[src/hdl/sxl_pkg.sv]
// sxl_pkg: types, character codes and helper functions of the s-expression lexer
// no dependencies; used by sxl_front, sxl_fifo, sxl_back, the top level and the bench
package sxl_pkg;

  localparam logic [7:0] ChSpace  = 8'h20;
  localparam logic [7:0] ChTab    = 8'h09;
  localparam logic [7:0] ChCr     = 8'h0d;
  localparam logic [7:0] ChLf     = 8'h0a;
  localparam logic [7:0] ChSemi   = 8'h3b;
  localparam logic [7:0] ChLParen = 8'h28;
  localparam logic [7:0] ChRParen = 8'h29;
  localparam logic [7:0] ChQuote  = 8'h27;
  localparam logic [7:0] ChBtick  = 8'h60;
  localparam logic [7:0] ChComma  = 8'h2c;
  localparam logic [7:0] ChAt     = 8'h40;
  localparam logic [7:0] ChDquote = 8'h22;
  localparam logic [7:0] ChBslash = 8'h5c;
  localparam logic [7:0] ChQmark  = 8'h3f;

  localparam int unsigned MaxEvents = 4;

  typedef enum logic [2:0] {
    MODE_IDLE,
    MODE_COMMENT,
    MODE_ATOM,
    MODE_COMMA,
    MODE_STR,
    MODE_ESC
  } lex_mode_e;

  typedef enum logic [1:0] {
    EV_BEGIN = 2'd0,
    EV_CHAR  = 2'd1,
    EV_END   = 2'd2,
    EV_ERR   = 2'd3
  } event_e;

  typedef struct packed {
    event_e     ev;
    logic [7:0] ch;
    logic       text;
  } event_t;

  // events caused by one input item, in order
  typedef struct packed {
    logic [2:0]   cnt;
    event_t [3:0] evs;
  } cmd_t;

  function automatic cmd_t cmd_push(cmd_t c, event_e e, logic [7:0] ch, logic text);
    cmd_t r;
    r = c;
    r.evs[c.cnt[1:0]].ev   = e;
    r.evs[c.cnt[1:0]].ch   = ch;
    r.evs[c.cnt[1:0]].text = text;
    r.cnt = c.cnt + 3'd1;
    return r;
  endfunction

  function automatic logic is_space(logic [7:0] c);
    return (c == ChSpace) || (c == ChTab) || (c == ChCr) || (c == ChLf);
  endfunction

  // zero means no table entry
  function automatic logic [7:0] escape_map(logic [7:0] c);
    logic [7:0] m;
    unique case (c)
      ChDquote: m = ChDquote;
      ChQuote:  m = ChQuote;
      ChQmark:  m = ChQmark;
      ChBslash: m = ChBslash;
      8'h61:    m = 8'd7;
      8'h62:    m = 8'd8;
      8'h66:    m = 8'd12;
      8'h6e:    m = 8'd10;
      8'h72:    m = 8'd13;
      8'h74:    m = 8'd9;
      8'h76:    m = 8'd11;
      default:  m = 8'd0;
    endcase
    return m;
  endfunction

endpackage

[src/hdl/sxl_if.sv]
// sxl_in_if and sxl_out_if: valid/ready channels of the s-expression lexer
// no dependencies
interface sxl_in_if;
  logic       valid;
  logic       ready;
  logic [7:0] in_byte;
  logic       end_of_input;

  modport source (output valid, output in_byte, output end_of_input, input ready);
  modport sink (input valid, input in_byte, input end_of_input, output ready);
endinterface

interface sxl_out_if;
  logic       valid;
  logic       ready;
  logic [1:0] event_res;
  logic [7:0] out_char;
  logic       is_text;
  logic       last;

  modport source (output valid, output event_res, output out_char, output is_text,
                  output last, input ready);
  modport sink (input valid, input event_res, input out_char, input is_text,
                input last, output ready);
endinterface

[src/hdl/sxl_front.sv]
// sxl_front: accepts bytes, tracks the lexer mode and builds the event list of each item
// depends on sxl_pkg and sxl_in_if
module sxl_front import sxl_pkg::*; (
  input  logic     clk_i,
  input  logic     rst_ni,
  sxl_in_if.sink   in_i,
  input  logic     full_i,
  output logic     push_o,
  output cmd_t     cmd_o
);

  lex_mode_e  mode_q, mode_d;
  cmd_t       cmd;
  logic       run_idle;
  logic [7:0] c;
  logic [7:0] esc;
  logic       accept;

  assign c      = in_i.in_byte;
  assign esc    = escape_map(c);
  assign accept = in_i.valid && in_i.ready;

  assign in_i.ready = !full_i;
  assign push_o     = accept && (cmd.cnt != 3'd0);
  assign cmd_o      = cmd;

  always_comb begin
    cmd      = '0;
    mode_d   = mode_q;
    run_idle = 1'b0;
    if (in_i.end_of_input) begin
      mode_d = MODE_IDLE;
      if (mode_q == MODE_ATOM || mode_q == MODE_COMMA) begin
        cmd = cmd_push(cmd, EV_END, 8'd0, 1'b0);
      end else if (mode_q == MODE_STR || mode_q == MODE_ESC) begin
        cmd = cmd_push(cmd, EV_ERR, 8'd0, 1'b1);
      end
    end else begin
      unique case (mode_q)
        MODE_COMMENT: begin
          if (c == ChLf) begin
            mode_d = MODE_IDLE;
          end
        end
        MODE_ATOM: begin
          priority if (is_space(c)) begin
            cmd    = cmd_push(cmd, EV_END, 8'd0, 1'b0);
            mode_d = MODE_IDLE;
          end else if (c == ChLParen || c == ChRParen) begin
            cmd      = cmd_push(cmd, EV_END, 8'd0, 1'b0);
            run_idle = 1'b1;
          end else if (c == ChQuote || c == ChBtick) begin
            cmd    = cmd_push(cmd, EV_CHAR, c, 1'b0);
            cmd    = cmd_push(cmd, EV_END, 8'd0, 1'b0);
            mode_d = MODE_IDLE;
          end else if (c == ChComma) begin
            cmd    = cmd_push(cmd, EV_CHAR, c, 1'b0);
            mode_d = MODE_COMMA;
          end else begin
            cmd = cmd_push(cmd, EV_CHAR, c, 1'b0);
          end
        end
        MODE_COMMA: begin
          if (c == ChAt) begin
            cmd    = cmd_push(cmd, EV_CHAR, c, 1'b0);
            cmd    = cmd_push(cmd, EV_END, 8'd0, 1'b0);
            mode_d = MODE_IDLE;
          end else begin
            cmd      = cmd_push(cmd, EV_END, 8'd0, 1'b0);
            run_idle = 1'b1;
          end
        end
        MODE_STR: begin
          priority if (c == ChBslash) begin
            mode_d = MODE_ESC;
          end else if (c == ChDquote) begin
            cmd    = cmd_push(cmd, EV_END, 8'd0, 1'b1);
            mode_d = MODE_IDLE;
          end else begin
            cmd = cmd_push(cmd, EV_CHAR, c, 1'b1);
          end
        end
        MODE_ESC: begin
          if (esc != 8'd0) begin
            cmd = cmd_push(cmd, EV_CHAR, esc, 1'b1);
          end else begin
            cmd = cmd_push(cmd, EV_CHAR, ChBslash, 1'b1);
            cmd = cmd_push(cmd, EV_CHAR, c, 1'b1);
          end
          mode_d = MODE_STR;
        end
        default: begin
          run_idle = 1'b1;
        end
      endcase

      // byte between tokens
      if (run_idle) begin
        priority if (is_space(c)) begin
          mode_d = MODE_IDLE;
        end else if (c == ChSemi) begin
          mode_d = MODE_COMMENT;
        end else if (c == ChLParen || c == ChRParen || c == ChQuote || c == ChBtick) begin
          cmd    = cmd_push(cmd, EV_BEGIN, 8'd0, 1'b0);
          cmd    = cmd_push(cmd, EV_CHAR, c, 1'b0);
          cmd    = cmd_push(cmd, EV_END, 8'd0, 1'b0);
          mode_d = MODE_IDLE;
        end else if (c == ChComma) begin
          cmd    = cmd_push(cmd, EV_BEGIN, 8'd0, 1'b0);
          cmd    = cmd_push(cmd, EV_CHAR, c, 1'b0);
          mode_d = MODE_COMMA;
        end else if (c == ChDquote) begin
          cmd    = cmd_push(cmd, EV_BEGIN, 8'd0, 1'b1);
          mode_d = MODE_STR;
        end else begin
          cmd    = cmd_push(cmd, EV_BEGIN, 8'd0, 1'b0);
          cmd    = cmd_push(cmd, EV_CHAR, c, 1'b0);
          mode_d = MODE_ATOM;
        end
      end
    end
  end

  always_ff @(posedge clk_i or negedge rst_ni) begin
    if (!rst_ni) begin
      mode_q <= MODE_IDLE;
    end else if (accept) begin
      mode_q <= mode_d;
    end
  end

  a_push_not_full: assert property (@(posedge clk_i) disable iff (!rst_ni)
    push_o |-> !full_i) else $error("push into full queue");
  a_cnt_bound: assert property (@(posedge clk_i) disable iff (!rst_ni)
    push_o |-> (cmd.cnt <= 3'(MaxEvents))) else $error("too many events for one item");
  a_mode_valid: assert property (@(posedge clk_i) disable iff (!rst_ni)
    mode_q <= MODE_ESC) else $error("lexer mode out of range");

endmodule

[src/hdl/sxl_fifo.sv]
// sxl_fifo: two-entry queue of event lists between the front and back halves
// depends on sxl_pkg
module sxl_fifo import sxl_pkg::*; (
  input  logic clk_i,
  input  logic rst_ni,
  input  logic push_i,
  input  cmd_t data_i,
  output logic full_o,
  input  logic pop_i,
  output logic empty_o,
  output cmd_t head_o
);

  cmd_t       mem_q [2];
  logic       wr_q, wr_d;
  logic       rd_q, rd_d;
  logic [1:0] cnt_q, cnt_d;

  assign full_o  = (cnt_q == 2'd2);
  assign empty_o = (cnt_q == 2'd0);
  assign head_o  = mem_q[rd_q];

  always_comb begin
    wr_d  = push_i ? !wr_q : wr_q;
    rd_d  = pop_i ? !rd_q : rd_q;
    cnt_d = cnt_q + {1'b0, push_i} - {1'b0, pop_i};
  end

  always_ff @(posedge clk_i) begin
    if (push_i) begin
      mem_q[wr_q] <= data_i;
    end
  end

  always_ff @(posedge clk_i or negedge rst_ni) begin
    if (!rst_ni) begin
      wr_q  <= 1'b0;
      rd_q  <= 1'b0;
      cnt_q <= 2'd0;
    end else begin
      wr_q  <= wr_d;
      rd_q  <= rd_d;
      cnt_q <= cnt_d;
    end
  end

  a_no_overflow: assert property (@(posedge clk_i) disable iff (!rst_ni)
    push_i |-> !full_o) else $error("queue overflow");
  a_no_underflow: assert property (@(posedge clk_i) disable iff (!rst_ni)
    pop_i |-> !empty_o) else $error("queue underflow");
  a_cnt_range: assert property (@(posedge clk_i) disable iff (!rst_ni)
    cnt_q != 2'd3) else $error("queue count out of range");
  a_ptr_match: assert property (@(posedge clk_i) disable iff (!rst_ni)
    (cnt_q == 2'd0 || cnt_q == 2'd2) |-> (wr_q == rd_q)) else $error("queue pointers disagree");

endmodule

[src/hdl/sxl_back.sv]
// sxl_back: delivers the events of the head list one per cycle while the output is ready and marks the last one
// depends on sxl_pkg and sxl_out_if
module sxl_back import sxl_pkg::*; (
  input  logic     clk_i,
  input  logic     rst_ni,
  input  logic     empty_i,
  input  cmd_t     head_i,
  output logic     pop_o,
  sxl_out_if.source out_o
);

  logic [1:0] idx_q, idx_d;
  logic       is_last;
  logic       fire;
  event_t     cur;

  assign cur     = head_i.evs[idx_q];
  assign is_last = ({1'b0, idx_q} == (head_i.cnt - 3'd1));
  assign fire    = out_o.valid && out_o.ready;
  assign pop_o   = fire && is_last;

  assign out_o.valid     = !empty_i;
  assign out_o.event_res = cur.ev;
  assign out_o.out_char  = cur.ch;
  assign out_o.is_text   = cur.text;
  assign out_o.last      = is_last;

  always_comb begin
    idx_d = idx_q;
    if (fire) begin
      idx_d = is_last ? 2'd0 : idx_q + 2'd1;
    end
  end

  always_ff @(posedge clk_i or negedge rst_ni) begin
    if (!rst_ni) begin
      idx_q <= 2'd0;
    end else begin
      idx_q <= idx_d;
    end
  end

  a_idx_in_list: assert property (@(posedge clk_i) disable iff (!rst_ni)
    out_o.valid |-> ({1'b0, idx_q} < head_i.cnt)) else $error("event index past list end");
  a_list_nonempty: assert property (@(posedge clk_i) disable iff (!rst_ni)
    out_o.valid |-> (head_i.cnt != 3'd0)) else $error("empty event list queued");
  a_idx_rewind: assert property (@(posedge clk_i) disable iff (!rst_ni)
    pop_o |=> (idx_q == 2'd0)) else $error("index not rewound after last event");

endmodule

[src/hdl/sexpr_token_lexer.sv]
// sexpr_token_lexer: streaming tokenizer for lisp source text, top level
// depends on sxl_pkg, sxl_if, sxl_front, sxl_fifo and sxl_back
// the event list of an item is registered in the event queue before its first event is offered
// throughput: one item per cycle while the output is ready and each gives at most one event; an item giving
// n events (up to four) holds the output port, one event per cycle while the output is ready
// reset: lexer mode returns to idle between tokens and the event queue empties
module sexpr_token_lexer import sxl_pkg::*; (
  input  logic      clk_i,
  input  logic      rst_ni,
  sxl_in_if.sink    in_i,
  sxl_out_if.source out_o
);

  logic push;
  logic full;
  logic pop;
  logic empty;
  cmd_t cmd;
  cmd_t head;

  sxl_front u_front (
    .clk_i  (clk_i),
    .rst_ni (rst_ni),
    .in_i   (in_i),
    .full_i (full),
    .push_o (push),
    .cmd_o  (cmd)
  );

  sxl_fifo u_fifo (
    .clk_i   (clk_i),
    .rst_ni  (rst_ni),
    .push_i  (push),
    .data_i  (cmd),
    .full_o  (full),
    .pop_i   (pop),
    .empty_o (empty),
    .head_o  (head)
  );

  sxl_back u_back (
    .clk_i   (clk_i),
    .rst_ni  (rst_ni),
    .empty_i (empty),
    .head_i  (head),
    .pop_o   (pop),
    .out_o   (out_o)
  );

endmodule

[src/flat_wrapper.sv]
// flat-port wrapper written by rule: the top's interface ports become plain ports
module sexpr_token_lexer_flat import sxl_pkg::*;
  (clk_i, rst_ni, in_i_valid, in_i_in_byte, in_i_end_of_input, in_i_ready, out_o_valid, out_o_event_res, out_o_out_char, out_o_is_text, out_o_last, out_o_ready);
  sxl_in_if in_i_i ();
  sxl_out_if out_o_i ();
  input  logic clk_i;
  input  logic rst_ni;
  input wire logic [$bits(in_i_i.valid)-1:0] in_i_valid;
  input wire logic [$bits(in_i_i.in_byte)-1:0] in_i_in_byte;
  input wire logic [$bits(in_i_i.end_of_input)-1:0] in_i_end_of_input;
  output wire logic [$bits(in_i_i.ready)-1:0] in_i_ready;
  output wire logic [$bits(out_o_i.valid)-1:0] out_o_valid;
  output wire logic [$bits(out_o_i.event_res)-1:0] out_o_event_res;
  output wire logic [$bits(out_o_i.out_char)-1:0] out_o_out_char;
  output wire logic [$bits(out_o_i.is_text)-1:0] out_o_is_text;
  output wire logic [$bits(out_o_i.last)-1:0] out_o_last;
  input wire logic [$bits(out_o_i.ready)-1:0] out_o_ready;
  assign in_i_i.valid = in_i_valid;
  assign in_i_i.in_byte = in_i_in_byte;
  assign in_i_i.end_of_input = in_i_end_of_input;
  assign in_i_ready = in_i_i.ready;
  assign out_o_valid = out_o_i.valid;
  assign out_o_event_res = out_o_i.event_res;
  assign out_o_out_char = out_o_i.out_char;
  assign out_o_is_text = out_o_i.is_text;
  assign out_o_last = out_o_i.last;
  assign out_o_i.ready = out_o_ready;
  sexpr_token_lexer u_core (.clk_i(clk_i), .rst_ni(rst_ni), .in_i(in_i_i), .out_o(out_o_i));
endmodule
[config.mk]
export PLATFORM = sky130hd
export DESIGN_NAME = sexpr_token_lexer_flat
export DESIGN_NICKNAME = d
export VERILOG_FILES = /design/src/hdl/sxl_pkg.sv /design/src/hdl/sxl_if.sv /design/src/hdl/sxl_front.sv /design/src/hdl/sxl_fifo.sv /design/src/hdl/sxl_back.sv /design/src/hdl/sexpr_token_lexer.sv /design/src/flat_wrapper.sv
export SDC_FILE = /design/constraint.sdc
export NUM_CORES = 1
export LEC_CHECK = 0
export BUFFER_PORTS_ARGS = -buffer_cell sky130_fd_sc_hd__buf_2
export CORE_MARGIN = 2
export CORE_UTILIZATION = 35
export CTS_BUF_LIST = sky130_fd_sc_hd__clkbuf_16
export DETAILED_ROUTE_END_ITERATION = 16
export GPL_TIMING_DRIVEN = 0
export MAX_ROUTING_LAYER = met4
export REMOVE_ABC_BUFFERS = 1
export SLEW_MARGIN = 20
export SYNTH_ARGS = -nofsm -noshare
export SYNTH_HDL_FRONTEND = slang
export SYNTH_SLANG_ARGS = --single-unit
[constraint.sdc]
create_clock -name clk_i -period 13.53 [get_ports clk_i]
set_input_delay 1.353 -clock clk_i [delete_from_list [all_inputs] [get_ports clk_i]]
set_output_delay 1.353 -clock clk_i [all_outputs]
set_load 0.02 [all_outputs]
Word level (Yosys, flattened, before mapping). Memories as Yosys holds them, arrays and structs flattened. Index checks and enable logic that the tools add are counted.

Register bits after elaboration: 9. RAM bits: 94. Bits of input ports: 13. Output and inout port bits: 14. Word-level logic and storage cells: 152. Memories kept: 1.

Add/sub/neg operators: 7. $lt $le $gt $ge: 7. Equal/unequal tests: 33. Mux-type cells: 73. Reduce and logical (&&, ||, !) cells: 26.

Memory list: u_core.u_fifo.mem_q (words 2, bits a word 47, read ports 1, clocked after memory_dff 0, write ports 1, line sxl_fifo.sv:14) `cmd_t mem_q [2];`.

Operators by type and width (count): 44-bit bitwise mux (10); 47-bit two-way mux (8); 46-bit two-way mux (5); 11-bit demux with 2-bit select (9); 46-bit case mux with 4 select lines (1); 45-bit two-way mux (3); 8-bit by 7-bit == test with 1-bit output, second input constant (10); 7-bit case mux with 11 select lines (1); 8-bit by 6-bit == test with 1-bit output, second input constant (8); 11-bit two-way mux (5); 3-bit two-way mux (15); 9-bit two-way mux (3); 8-bit by 4-bit == test with 1-bit output, second input constant (3); 11-bit binary-select mux with 2-bit select (1); 3-bit case mux with 5 select lines (1); 2-bit by 3-bit < comparator with 1-bit output, second input constant (4); 3-bit by 1-bit adder with 3-bit output, second input constant (3); 1-bit logical OR (9); 1-bit two-way mux (9); 8-bit nonzero test (1); 1-bit logical AND (7); 7-bit AND reduction (1); 7-bit nonzero test (1); 3-bit by 2-bit == test with 1-bit output, second input constant (2); other kinds (20) (26).

Logic depth before layout (Yosys ltp). Gate-level depths: netlist of the first run.

Depth in word-level cells: 29. Depth in mapped cells: 17. Mapped depth without buffers: 15.

Modules after synthesis. Synthesis of the first run repeated with hierarchy kept, for this count alone.

Cells, all modules: 463. Area total of the unflattened synthesis: 5875.6 um2.

Modules (own cells, without submodules): sxl_fifo (times used 1, cells an instance 161, area an instance 3667.3 um2, seq. area each 2922.8 um2); sxl_front (times used 1, cells an instance 269, area an instance 1734.2 um2, seq. area each 75.1 um2); sxl_back (times used 1, cells an instance 33, area an instance 474.2 um2, seq. area each 50.0 um2).

Least setup slack after synthesis of the first run. Ideal clock, no wire load.

Path kind: in2reg. From: in in_i_in_byte[0]. To: mem u_core.u_fifo.mem_q[0][0] (netlist bit) (enable). Library setup time: 0.457 ns. Arrival: 6.464 ns. Required time: 13.073 ns. Setup slack: 6.609 ns. Stages: 13. Path buffers: 1. Path through: buf_2 > or4_4 > nor3_4 > nor3_1 > a211o_1 > nor2_1 > inv_1 > ha_1 > o21ai_0 > a21oi_1 > or3b_4 > a41oi_4 > nor2b_1.

Cells in the longest elaborated chain, start to end: 20. Elaborated cells on any way between the ends: 57. Classes of those cells: 3 x add/sub; 21 x eq/ne; 23 x mux; 10 x reduce/logical.

RTL lines: start: declaration (line flat_wrapper.sv:9) `input wire logic [$bits(in_i_i.in_byte)-1:0] in_i_in_byte;`; branches (longest 14 deep; another with 3-bit by 1-bit adder with 3-bit output); 47-bit two-way mux (*) (line sxl_front.sv:98) `if (run_idle) begin`; 47-bit two-way mux (*) (line sxl_front.sv:31) `if (in_i.end_of_input) begin`; 3-bit nonzero test (*) (line sxl_front.sv:24) `assign push_o = accept && (cmd.cnt != 3'd0);`; 1-bit logical AND (*) (line sxl_front.sv:24); 1-bit two-way mux (*) (line sxl_fifo.sv:30) `if (push_i) begin`; 1-bit two-way mux (not written as such) (*) (line sxl_fifo.sv:31) `mem_q[wr_q] <= data_i;`; end: declaration (line sxl_fifo.sv:14).

Mark *: on every way between the ends. The select of a mux whose other input is x is not followed.

Worst setup path in the final report of the first run.
From: in in_i_in_byte[1]. To: mem u_core.u_fifo.mem_q[0][13] (netlist bit) (enable).

Same word-level chain as after synthesis.

==> impl_summary.md, run 1 <==
Status
The flow ran to the end, and the final reports show no timing, DRC or antenna violations.

Route
The number of vias after detailed routing is between 3,000 and 4,000. The length of the first detailed-routing pass in iterations is 5. The detailed-route DRC error count is 0.

The vias per cell is 5.49. For this block, the routed nets add up to about 12,000 um of wire. The iteration-0 DRC count of the detailed router is 313. The average wire per cell in the routed design is 18.6 um.

The number of nets still failing antenna checks after routing is 0.

Layout
Fill cells in the final layout number 1,447. After routing the design area is 0.00622 sq mm. The fraction of layout instances using a drive strength above 1 is 0.212. The sequential cells in the finished layout cover a total of ~0.003 sq mm. In the final layout, the multi-input gates occupy 0.00229 sq mm.

The antenna cell count is 0. The finished layout holds about 660 standard cells, fillers aside. Compared with the post-synthesis result, the final layout area differs by 13.6%. In the final design database the tool counted 469 nets.

Clock network
The H-tree was split into 3 levels. The clock sink count is ~100. The root buffer selected by CTS is sky130_fd_sc_hd__clkbuf_16. Counting along the longest clock path gives a buffer depth of 2.

The later pin in the worst-skew pair is clocked with a latency of between 0.3 and 0.4 ns. The clock tree from TritonCTS is yes. Clock-pin slew was measured on the worst setup and hold paths at ~0.070 ns. The hold-fix buffer count after cts is 0.

The number of CTS-inserted buffers is 9. The count of cells resized by post-cts repair is 0. The number of setup buffers added after CTS is 0.

Global route
The via count of the first global-routing pass came to 3,570. The total overflow reported by the global router is 0. The first global-routing pass estimated 19,500 um of wire. The initial antenna violation count came to 0. Across every metal layer, demand over resource in global routing totals 0.158. Entering global routing, the biggest net connects 32 pins.

Setup path
Data on the critical path is required at its endpoint by 13.58 ns. The critical path is of the in2reg type. The peak per-stage delay on the critical path is 0.60 ns. The worst-path cell with the longest stage delay is sky130_fd_sc_hd__or4_4. The largest fanout on the critical path is 23.

The data arrival at the endpoint of the critical path is 5.85 ns. STA classifies the critical path endpoint as a flip-flop. The critical path startpoint category is an input port. The signal on the critical path passes through buf_2, or4_4, nor3_4, nor3_1, a211o_1, nor2_1, inv_1, ha_1, o21ai_0, a21oi_1, or3b_4, a41oi_4, nor2b_4, buf_16, buf_16. The cell that appears most often on the critical path is sky130_fd_sc_hd__buf_16. The setup slack of the most critical reg-to-reg path is 9.13 ns. The kind of cell with the highest combined delay along the critical path is simple AND/OR/NAND/NOR gates. The count of buffer and inverter cells on the critical path is 4.

Timing
The worst slew margin relative to its limit is 0.311. The smallest setup slack after layout is 7.74 ns. Setup repair after global routing left no endpoint under its margin.

Static timing analysis puts the maximum clock frequency at between 150 and 200 MHz. Dividing the final minimum period by the clock period gives 0.428. The measured slew at the worst slew-check pin is 1.03 ns. The smallest clock period supported by the final layout is computed as approximately 5.8 ns. Summed over all failing endpoints, the final setup total negative slack is 0 ns. The worst clock skew on the final layout is about 0.0071 ns. The number of hold violations in the final report is 0. The number of max-slew violations in the final report is 0. The final number of setup-violating endpoints is 0.

Floorplan
For this configuration, the core starts out at a cell density of 0.359. The standard cell core area is 0.0153 sq mm. During I/O placement, the number of pins put on the boundary was 27. The site row count is 45. The width of the chip is about 130 um. The die covers 0.0166 sq mm. The die is 129 um tall.

Synth
In the synthesized netlist the dominant register cell turns out to be sky130_fd_sc_hd__edfxtp_1. The synthesized design contains 94 enable-type register cells. The commonest cells after synthesis are sky130_fd_sc_hd__edfxtp_1 (94), sky130_fd_sc_hd__nor2_1 (40), sky130_fd_sc_hd__nand2_1 (32), sky130_fd_sc_hd__o21ai_0 (23), sky130_fd_sc_hd__mux4_2 (22).

The cell accounting for the most synthesized area is sky130_fd_sc_hd__edfxtp_1. Dividing the synthesized area by the synthesized cell count gives around 13 sq um. The post-synthesis instance area is 0.00547 sq mm. Synthesis handed over a netlist of about 430 instances.

During synthesis, Yosys emitted a total of 0 warnings. The most numerous cell in the Yosys netlist is sky130_fd_sc_hd__edfxtp_1. By area the synthesized netlist is led by sky130_fd_sc_hd__edfxtp_1 (52%), sky130_fd_sc_hd__mux4_2 (9.1%), sky130_fd_sc_hd__dfrtp_1 (4.1%). In the synthesized netlist the async set-or-reset flop fraction comes to 0.0874. Of the synthesized area, sequential elements account for 0.557.

The share of synthesized area in the top cell type comes to 0.516. The number of flip-flops and latches in the synthesized netlist is ~100. The unique cell type count in the Yosys netlist is a little over 60.

Placed design
The worst setup timing slack at the placement stage is 7.35 ns. Detailed placement finished with a half-perimeter wire length of between 8000 and 9000 um. The placed instances occupy a cell area of 0.00586 sq mm.

Once placement completed, the tool counted placed cells totaling ~650. The placer congestion estimate is 0.923. The number of I/O port buffers is 26.

Hold path
The worst min-delay path class is reg2reg.

Pwr
The power density of the placed cells is 197 mW/mm^2. Overall power consumption after layout is estimated at about 1200 uW. The standby leakage power is 0.00214 uW. IR analysis of the VDD net gives a maximum drop of 0.0701 mV.

Job
The count of maximum capacitance violations is 0.
[worst paths after layout]
path,start,to,depth (start not counted)
max in group asynchronous,rst_ni,u_core.u_back.idx_q[0]$_DFFE_PN0P_,1
setup reg to reg,u_core.u_front.mode_q[2]$_DFFE_PN0P_,u_core.u_fifo.mem_q[0][13]$_DFFE_PP_,14
setup / recovery,in_i_in_byte[1],u_core.u_fifo.mem_q[0][13]$_DFFE_PP_,15
hold / removal,u_core.u_fifo.cnt_q[1]$_DFF_PN0_,u_core.u_fifo.cnt_q[1]$_DFF_PN0_,1
min in group asynchronous,rst_ni,u_core.u_fifo.cnt_q[1]$_DFF_PN0_,1
hold reg to reg,u_core.u_fifo.cnt_q[1]$_DFF_PN0_,u_core.u_fifo.cnt_q[1]$_DFF_PN0_,1
[metrics by stage]
step | util | hold WS (ns)
floorplan | - | 0.455
global placement | 0.377 | 0.468
detailed placement | 0.384 | 0.481
CTS | 0.407 | 0.495
global route | 0.407 | 0.509
finish | 0.407 | 0.494
[power by group]
| group | internal (uW) | leakage [uW] | switching, uW |
|---|---|---|---|
| logic | 205 | 0.000982 | 227 |
| registers | 433 | 0.000991 | 61.8 |
| clock network | 183 | 0.000168 | 114 |
| total | 820 | 0.00214 | 404 |
[routing by layer]
layer	routed length (um)	GRT usage	vias up
li1	-	-	1713
met1	5590	0.212	1828
met3	550	0.0264	20
met5	0	-	-
met2	5940	0.245	87
met4	271	0.0550	0
[cells by family (layout without fill, tap and decap cells)]
family / after synthesis / after routing / synth area share
AOI/OAI and AO/OA: 73 / 73 / 0.0890
adders and majority gates: 8 / 8 / 0.0183
muxes: 40 / 40 / 0.127
xor gates and xnor gates: 10 / 10 / 0.0160
DFF: 103 / 103 / 0.557
and+or+nand+nor: 166 / 166 / 0.166
buffers and inverters: 34 / 53 / 0.0265
[layout by cell type, fill, tap and decap left out, types with 4 or more instances in the layout]
| cell type | count |
|---|---|
| sky130_fd_sc_hd__edfxtp_1 | 94 |
| sky130_fd_sc_hd__nor2_1 | 40 |
| sky130_fd_sc_hd__nand2_1 | 32 |
| sky130_fd_sc_hd__buf_2 | 26 |
| sky130_fd_sc_hd__o21ai_0 | 23 |
| sky130_fd_sc_hd__mux4_2 | 22 |
| sky130_fd_sc_hd__and2_1 | 19 |
| sky130_fd_sc_hd__a21oi_1 | 14 |
| sky130_fd_sc_hd__mux2_2 | 14 |
| sky130_fd_sc_hd__nor3_1 | 12 |
| sky130_fd_sc_hd__nand3_1 | 9 |
| sky130_fd_sc_hd__clkbuf_16 | 9 |
| sky130_fd_sc_hd__and3_1 | 8 |
| sky130_fd_sc_hd__ha_1 | 8 |
| sky130_fd_sc_hd__inv_1 | 7 |
| sky130_fd_sc_hd__nand2b_1 | 7 |
| sky130_fd_sc_hd__dfrtp_1 | 7 |
| sky130_fd_sc_hd__xor2_1 | 6 |
| sky130_fd_sc_hd__or4_1 | 6 |
| sky130_fd_sc_hd__nor4_1 | 5 |
| sky130_fd_sc_hd__a31oi_1 | 5 |
| sky130_fd_sc_hd__nor2b_1 | 4 |
| sky130_fd_sc_hd__mux2i_1 | 4 |
| sky130_fd_sc_hd__a221oi_1 | 4 |
| sky130_fd_sc_hd__xnor2_1 | 4 |
[flip-flops by register name (all words and copies together), names as in the netlist]
name and count:
u_core.u_fifo.rd_q 1, u_core.u_fifo.wr_q 1, u_core.u_front.mode_q 3, u_core.u_fifo.cnt_q 2, u_core.u_fifo.mem_q 94, u_core.u_back.idx_q 2
[final cells by class]
type	instances	area share
clock buffer	9	0.0362
clock inverter	7	0.0203
inverter	7	0.00423
multi-input combinational	297	0.369
sequential	103	0.491
tap	211	0.0425
timing repair buffer	30	0.0374
No activity file was read; power rests on OpenSTA's default activity.
==> run 2, diff against run 1 <==
Settings changed: ABC_AREA from default to 1.
Clock period 13.53 ns to 4.6 ns, I/O delays scaled along.
==> impl_summary.md, run 2 <==
Global route
The via count of the first global-routing pass came to approximately 4,400. In the global route stage, overall resource usage came out at 0.174. The first global-routing pass estimated around 24,000 um of wire. The total overflow reported by the global router is 0.

Entering global routing, the biggest net connects 46 pins. The initial antenna violation count is 0.

Synth
The portion of synthesized area spent on multiplexers is 0.00703. Counting flops with an async set or reset pin after synthesis yields a share of 0.0874. By instance count, the leading cell after synthesis is sky130_fd_sc_hd__nor2_1. The number of synthesized flops with an enable pin is 94. The cell accounting for the most synthesized area is sky130_fd_sc_hd__edfxtp_1. The fraction of the yosys area taken by sequential cells is 0.535. The number of synthesis warnings is 0. In this run, synthesis produced a sequential element count of 103. Of the total synthesized cell area, the portion taken by XOR and XNOR cells is 0.00922. The area share of the largest cell type after synthesis is 0.495. The synthesized-area fraction occupied by ao, oa, aoi and oai cells is 0.126. Yosys attributes the largest share of cell area to sky130_fd_sc_hd__edfxtp_1 (50%), sky130_fd_sc_hd__nor2_1 (7.3%), sky130_fd_sc_hd__o21ai_0 (5.2%).

The unique cell type count in the Yosys netlist is 49. The commonest cells after synthesis are sky130_fd_sc_hd__nor2_1 (111), sky130_fd_sc_hd__edfxtp_1 (94), sky130_fd_sc_hd__nand2_1 (72), sky130_fd_sc_hd__o21ai_0 (59), sky130_fd_sc_hd__inv_1 (47). By area, the combinational part of the netlist is dominated by simple AND/OR/NAND/NOR gates.

The prevailing post-synth register cell is sky130_fd_sc_hd__edfxtp_1. The cell count after synthesis came out at 614. Of the total synthesized cell area, the portion taken by AND, OR, NAND and NOR gates is 0.245. The area share of fa/ha/maj cells after synthesis is 0.0176. The mean post-synth cell area is around 9.3 sq um. The synthesized netlist occupies a cell area of between 0.005 and 0.006 sq mm.

Pwr
The power density of the placed cells is 674 mW/mm^2. The peak supply drop is 0.204 mV. Of the total power, the clock network draws 0.177. The share of total power dissipated in combinational logic is 0.486. For this design the static power due to leakage is 0.00254 uW.

The net load switching power is 1920 uW. The share of total power dissipated in sequential elements is 0.337. The switching power share of the total is 0.445. Cell internal power was estimated by the tool at 2400 uW.

Setup path
The number of buffers and inverters on the critical path is 5. The largest fanout on the critical path is 18. The data arrival at the endpoint of the critical path is 3.98 ns.

In this run the worst setup path begins at u_core.u_front.mode_q[1]$_DFFE_PN0P_. The endpoint class of the critical path is a flip-flop. In this design, the largest share of critical-path delay is due to simple AND/OR/NAND/NOR gates.

The worst-path cell with the longest stage delay is sky130_fd_sc_hd__dfrtp_1. STA puts the critical path data required time at 4.65 ns. The count of cells along the worst register-to-register path is 18. The setup slack of the most critical reg-to-reg path is 0.67 ns.

The startpoint identified for the worst register-to-register timing path is u_core.u_front.mode_q[1]$_DFFE_PN0P_. The end point of the critical path is u_core.u_fifo.mem_q[1][3]$_DFFE_PP_. The largest single stage delay on the critical path is roughly 0.43 ns.

The destination of the worst register-to-register timing path is u_core.u_fifo.mem_q[1][3]$_DFFE_PP_. The critical path runs through a total of 18 cells. Traced cell by cell, the critical path runs through inv_2, nand2_2, nor2_1, nand2_1, nand3_4, clkinv_2, nand2_4, ha_1, clkinv_1, nand3_1, nand3_1, nand2_1, nand2_1, nand2_2, nand2_2, nor2_4, buf_16, buf_16. The critical path startpoint category is a flip-flop. The critical path is of the reg2reg type.

Hold path
The worst hold path belongs to the class in2reg.

Layout
The area growth from synthesis to layout is 12.5%. Leaving out fill and tap cells, the most frequent cells in the layout are sky130_fd_sc_hd__nor2_1 (110), sky130_fd_sc_hd__edfxtp_1 (94), sky130_fd_sc_hd__nand2_1 (72), sky130_fd_sc_hd__o21ai_0 (59), sky130_fd_sc_hd__inv_1 (48). Leaving out fill and tap cells, the most frequent cell in the layout is sky130_fd_sc_hd__nor2_1. In the final design database the tool counted 654 nets. The largest registers in the layout are u_core.u_fifo.mem_q (94), u_core.u_front.mode_q (3).

The register with the highest flop count is u_core.u_fifo.mem_q. The fraction of layout instances using a drive strength above 1 is 0.179. The antenna cell count is 0.

The register with the most flip-flops in the layout has between 90 and 100 of them. The number of inserted filler cells in the final layout is 1,579.

Timing
Setup total negative slack on the finished layout was measured at 0 ns. The maximum achievable frequency is roughly 250 MHz. The worst clock skew on the final layout is 0.00939 ns.

The worst hold slack across all endpoints is 0.453 ns. The number of max-slew violations in the final report is 0. Setup repair after global routing left no endpoint under its margin. The measured slew at the worst slew-check pin is 1.04 ns. The worst slew margin relative to its limit is 0.304. The minimum clock period is 3.93 ns. The final number of setup-violating endpoints is 0. Dividing the final minimum period by the clock period gives 0.854. The number of hold violations in the final report is 0.

Clock network
For the worst-skew pair, the clock arrives at the later sink with an insertion delay of 0.34 ns. The deepest clock path buffer count is 2. The number of gates resized after CTS was 0. The clock sink count is about 100. After clock tree synthesis, the clock-pin slew on the worst setup and hold paths is 0.07 ns. Buffers inserted during clock tree synthesis total 9. TritonCTS built the clock tree. The cell sitting at the root of the clock tree is a sky130_fd_sc_hd__clkbuf_16.

The H-tree depth is 3.

Route
The vias per cell is approximately 5.2. The iteration-0 DRC count of the detailed router is 410. For this run, design rule violations remaining after detail routing come to 0.

The detail route stage leaves a number of antenna-violating nets equal to 0. The number of vias after detailed routing is 4,470. The routed design has 14,200 um of wire. The length of the first detailed-routing pass in iterations is 5. The average wire per cell in the routed design is 16.6 um.

Floorplan
The width of the chip is roughly 130 um. The initial utilization of the core area, before any placement, comes to 0.359. In this run the core area contains 46 standard-cell rows. The die boundary height is 132 um. The floorplan die area is ~0.017 sq mm.

The core region is 0.0159 sq mm. For this design the top-level I/O count stands at 27.

Job
Across the run, the number of max-cap violations was 0.

Placed design
The placer congestion estimate is 0.897. The detailed placement HPWL is 9770 um. The number of I/O port buffers is 26.

Status
The flow ran to the end, and the final reports show no timing, DRC or antenna violations.
[run 2: layer usage]
layer  wire length, um  track usage
met3               521       0.0231
met4               257       0.0495
met2              6840        0.282
met5                 0            -
met1              6600        0.230
[run 2: cell families (layout without fill, tap and decap cells)]
logic type / count (synthesis) / in the layout
AO/OA/AOI/OAI: 124 / 124
flip-flops: 103 / 103
buffers and inverters: 86 / 110
adder cells (fa/ha/maj): 8 / 8
multiplexers: 4 / 4
AND/OR/NAND/NOR: 283 / 283
XOR/XNOR: 6 / 6
[run 2: power groups by stage]
stage	combinational [uW]	clock [uW]	sequential, uW
after floorplan	1410	0	1480
after global placement	1940	0	1540
after detailed placement	2100	0	1480
after CTS	2110	777	1460
after global routing	2340	815	1480
final	2100	763	1460
[run 2: repair_timing]
item,4_1_cts,5_1_grt
hold buffers,1,0
setup buffers,0,0
hold endpoints to repair,9,0
[run 2: layout make-up]
class | instances | area, sq um | area share
clock buffer | 9 | 225 | 0.0351
clock inverter | 7 | 73.8 | 0.0115
inverter | 63 | 244 | 0.0381
multi-input combinational | 425 | 2310 | 0.361
sequential | 103 | 3050 | 0.476
tap | 216 | 270 | 0.0422
timing repair buffer | 31 | 235 | 0.0367
[run 2: worst min-delay path by stage]
stage / startpoint / end / slack, ns / cells after the start
final: out_o_ready / u_core.u_back.idx_q[0]$_DFFE_PN0P_ / 0.45 / 5
after global routing: out_o_ready / u_core.u_back.idx_q[0]$_DFFE_PN0P_ / 0.47 / 5
after CTS: out_o_ready / u_core.u_back.idx_q[0]$_DFFE_PN0P_ / 0.44 / 5
after detailed placement: rst_ni / u_core.u_back.idx_q[0]$_DFFE_PN0P_ / 0.33 / 1
after global placement: rst_ni / u_core.u_back.idx_q[0]$_DFFE_PN0P_ / 0.32 / 1
after floorplan: rst_ni / u_core.u_back.idx_q[0]$_DFFE_PN0P_ / 0.16 / 0
[run 2: worst register-to-register path: cells and delay by family (launching register included)]
family                     cells  cell delay [ns]
DFF                            1             0.43
adders and majority gates      1             0.29
and+or+nand+nor               12             1.91
buffers and inverters          5             1.00
[run 2: per-stage QoR]
stage / instances / instance area [sq um] / total power [uW] / utilization / worst slack (ns)
finish: 854 / 6410 / 4320 / 0.404 / 0.671
floorplan: 591 / 5600 / 2880 / - / -0.0508
global route: 854 / 6410 / 4630 / 0.404 / 0.381
detailed placement: 837 / 6100 / 3580 / 0.384 / 0.424
CTS: 854 / 6410 / 4340 / 0.404 / 0.688
global placement: 833 / 6000 / 3480 / 0.377 / -1.86
==> run 3, diff against run 2 <==
Settings changed: CORE_UTILIZATION 35 to 56, PLACE_DENSITY from default to 0.77.
==> impl_summary.md, run 3 (synthesis gave the netlist of run 2 again) <==
Clock network
The clock-pin slew on the worst setup and hold paths is 0.06 ns. The clock passes through at most 2 buffers. In this run, CTS created clock tree buffers numbering 9. The H-tree depth is 3.

The tree is rooted in a sky130_fd_sc_hd__clkbuf_16. The clock sink count is approximately 100. TritonCTS built the clock tree. For the worst-skew pair, the clock arrives at the later sink with an insertion delay of 0.36 ns.

Route
The length of the first detailed-routing pass in iterations is 5. For this block, the routed nets add up to around 14,000 um of wire. Dividing the detail-routed wire length by the instance count gives 17.8 um. The detail route stage leaves a number of antenna-violating nets equal to 0.

The detailed-route DRC error count is 0. The number of vias after detailed routing is about 4,500. After detailed routing, the number of vias per cell comes to between 5 and 6. The detailed router finished its first iteration with 567 violations.

Global route
For this run, the total global-route usage over all layers was measured as 0.268. Entering global routing, the biggest net connects 46 pins. The initial antenna violation count came to 0. The via count of the first global-routing pass came to 4,286. The total overflow reported by the global router is 0. The first global-routing pass estimated 22,300 um of wire.

Layout
The library cells used most frequently in the layout, excluding fill and tap cells, are sky130_fd_sc_hd__nor2_1 (110), sky130_fd_sc_hd__edfxtp_1 (94), sky130_fd_sc_hd__nand2_1 (72), sky130_fd_sc_hd__o21ai_0 (59), sky130_fd_sc_hd__inv_1 (47). For this run, the share of the core covered by cells in the final layout is 0.639. The library cell used most frequently in the layout, excluding fill and tap cells, is sky130_fd_sc_hd__nor2_1. From synthesis to final layout, the design area changed by 10.1%. In the final layout, the share of cells above drive strength 1 is 0.180.

The final layout contains 654 nets. The antenna cell count is 0. The total non-filler cell area in the finished layout is around 0.0063 sq mm. The number of inserted filler cells in the final layout is 817.

Ranked by flip-flop count, first place goes to u_core.u_fifo.mem_q. In the final layout, the registers with the most flip-flops are u_core.u_fifo.mem_q (94), u_core.u_front.mode_q (3). The sequential standard cell area is 0.00305 sq mm. The register with the most flip-flops in the layout has 94 of them. The count of cells in the finished layout, fillers not included, comes to approximately 770.

The multi-input combinational cells in the finished layout cover a total of 0.00231 sq mm.

Pwr
The worst-case IR drop observed on VDD is 0.402 mV. The standby leakage power is 0.00252 uW. The power density of the placed cells is slightly below 700 mW/mm^2.

Floorplan
The starting density of the core is 0.580. The standard cell core area is 0.00982 sq mm. The number of top-level pins is 27.

The floorplan die area is 0.0110 sq mm. The initialized floorplan defines 36 standard-cell rows. The width of the chip is 105 um.

The die is 105 um tall.

Timing
The number of hold violations in the final report is 0. On the final layout, the worst hold slack is ~0.44 ns. The worst slew margin relative to its limit is 0.304. The smallest setup slack after layout is approximately 0.94 ns. The final number of setup-violating endpoints is 0. For the pin with the worst max-slew slack, the measured transition is 1.04 ns. In the finished design, the share of the clock period the worst path needs comes to 0.795. Counting I/O delays and the setup requirement, the final critical path takes 3.66 ns. The worst clock skew on the final layout is 0.0101 ns. The number of max-slew violations in the final report is 0. The maximum achievable frequency is 274 MHz.

Setup repair after global routing left no endpoint under its margin.

Setup path
The worst-path cell with the longest stage delay is sky130_fd_sc_hd__dfrtp_1. The worst setup path is captured at a flip-flop. The worst path required time is approximately 4.6 ns. The peak per-stage delay on the critical path is just over 0.4 ns. The critical path startpoint category is a flip-flop. The critical path is of the reg2reg type. The data arrival at the endpoint of the critical path is 3.70 ns. The signal on the critical path passes through inv_2, nand2_2, nor2_1, nand2_1, nand3_4, clkinv_2, nand2_4, ha_1, clkinv_1, nand3_1, nand3_1, nand2_1, nand2_1, nand2_2, nand3_1, inv_2, buf_12.

The largest fanout on the critical path is 34.

Job
The count of maximum capacitance violations is 0.

Hold path
The worst min-delay path class is in2reg.

Placed design
The cell area after placement is ~0.0060 sq mm. The congestion estimate from routability-driven global placement came to between 0.9 and 1. The worst setup timing slack at the placement stage is 0.664 ns. The number of I/O port buffers is 26. After detailed placement, the design holds a cell count of approximately 750. The detailed placement HPWL is 9240 um.

Status
The run finished with clean final reports.
run 3: metrics by stage:
step	power (uW)	TNS [ns]
3_3_place_gp	3430	-97.24
3_5_place_dp	3540	0
6_report	4250	0
5_1_grt	4540	0
2_1_floorplan	2880	-2.39
4_1_cts	4250	0
run 3: worst paths after layout:
kind | from | to | slack, ns | cells past startpoint
min in group asynchronous | rst_ni | u_core.u_fifo.cnt_q[1]$_DFF_PN0_ | 0.47 | 2
worst max register to register | u_core.u_front.mode_q[1]$_DFFE_PN0P_ | u_core.u_fifo.mem_q[0][35]$_DFFE_PP_ | 0.94 | 17
worst min-delay path | out_o_ready | u_core.u_back.idx_q[0]$_DFFE_PN0P_ | 0.44 | 5
max in group asynchronous | rst_ni | u_core.u_fifo.rd_q$_DFFE_PN0P_ | 3.94 | 2
worst max-delay path | u_core.u_front.mode_q[1]$_DFFE_PN0P_ | u_core.u_fifo.mem_q[0][35]$_DFFE_PP_ | 0.94 | 17
worst min register to register | u_core.u_fifo.wr_q$_DFFE_PN0N_ | u_core.u_fifo.wr_q$_DFFE_PN0N_ | 0.51 | 2
run 3: layout make-up:
class | instances | share of cell area
clock buffers | 9 | 0.0359
clock inverters | 7 | 0.00758
inverters | 63 | 0.0389
multi-input cells | 425 | 0.369
flip-flops and latches | 103 | 0.486
well taps | 133 | 0.0265
repair buffers | 31 | 0.0363
run 3: where the power goes:
part           leakage [uW]  switching, uW  internal, uW  total (uW)
Combinational       0.00139           1450           634        2090
Clock              0.000137            339           368         707
Sequential         0.000990            119          1340        1460
Total               0.00252           1910          2340        4250
run 3: metal layers:
metal,wire length (um),part of all wire,vias up,track usage
li1,-,-,2169,-
met2,6430,0.47,189,0.404
met4,184,0.013,0,0.0895
met3,1000,0.073,12,0.0424
met5,0,0,-,-
met1,6090,0.44,2175,0.374
run 3: timing repair:
item / in CTS / in global routing
buffers inserted: 0 / 0
hold endpoints to repair: 9 / 0
hold buffers: 1 / 0
resized for setup: 0 / 0
run 3: worst max-delay path: cells and delay by family, from the launching register on:
| family | cells | cell delay, ns |
|---|---|---|
| simple gates | 11 | 1.49 |
| buf+inv | 5 | 1.13 |
| fa+ha+maj | 1 | 0.29 |
| flops | 1 | 0.41 |
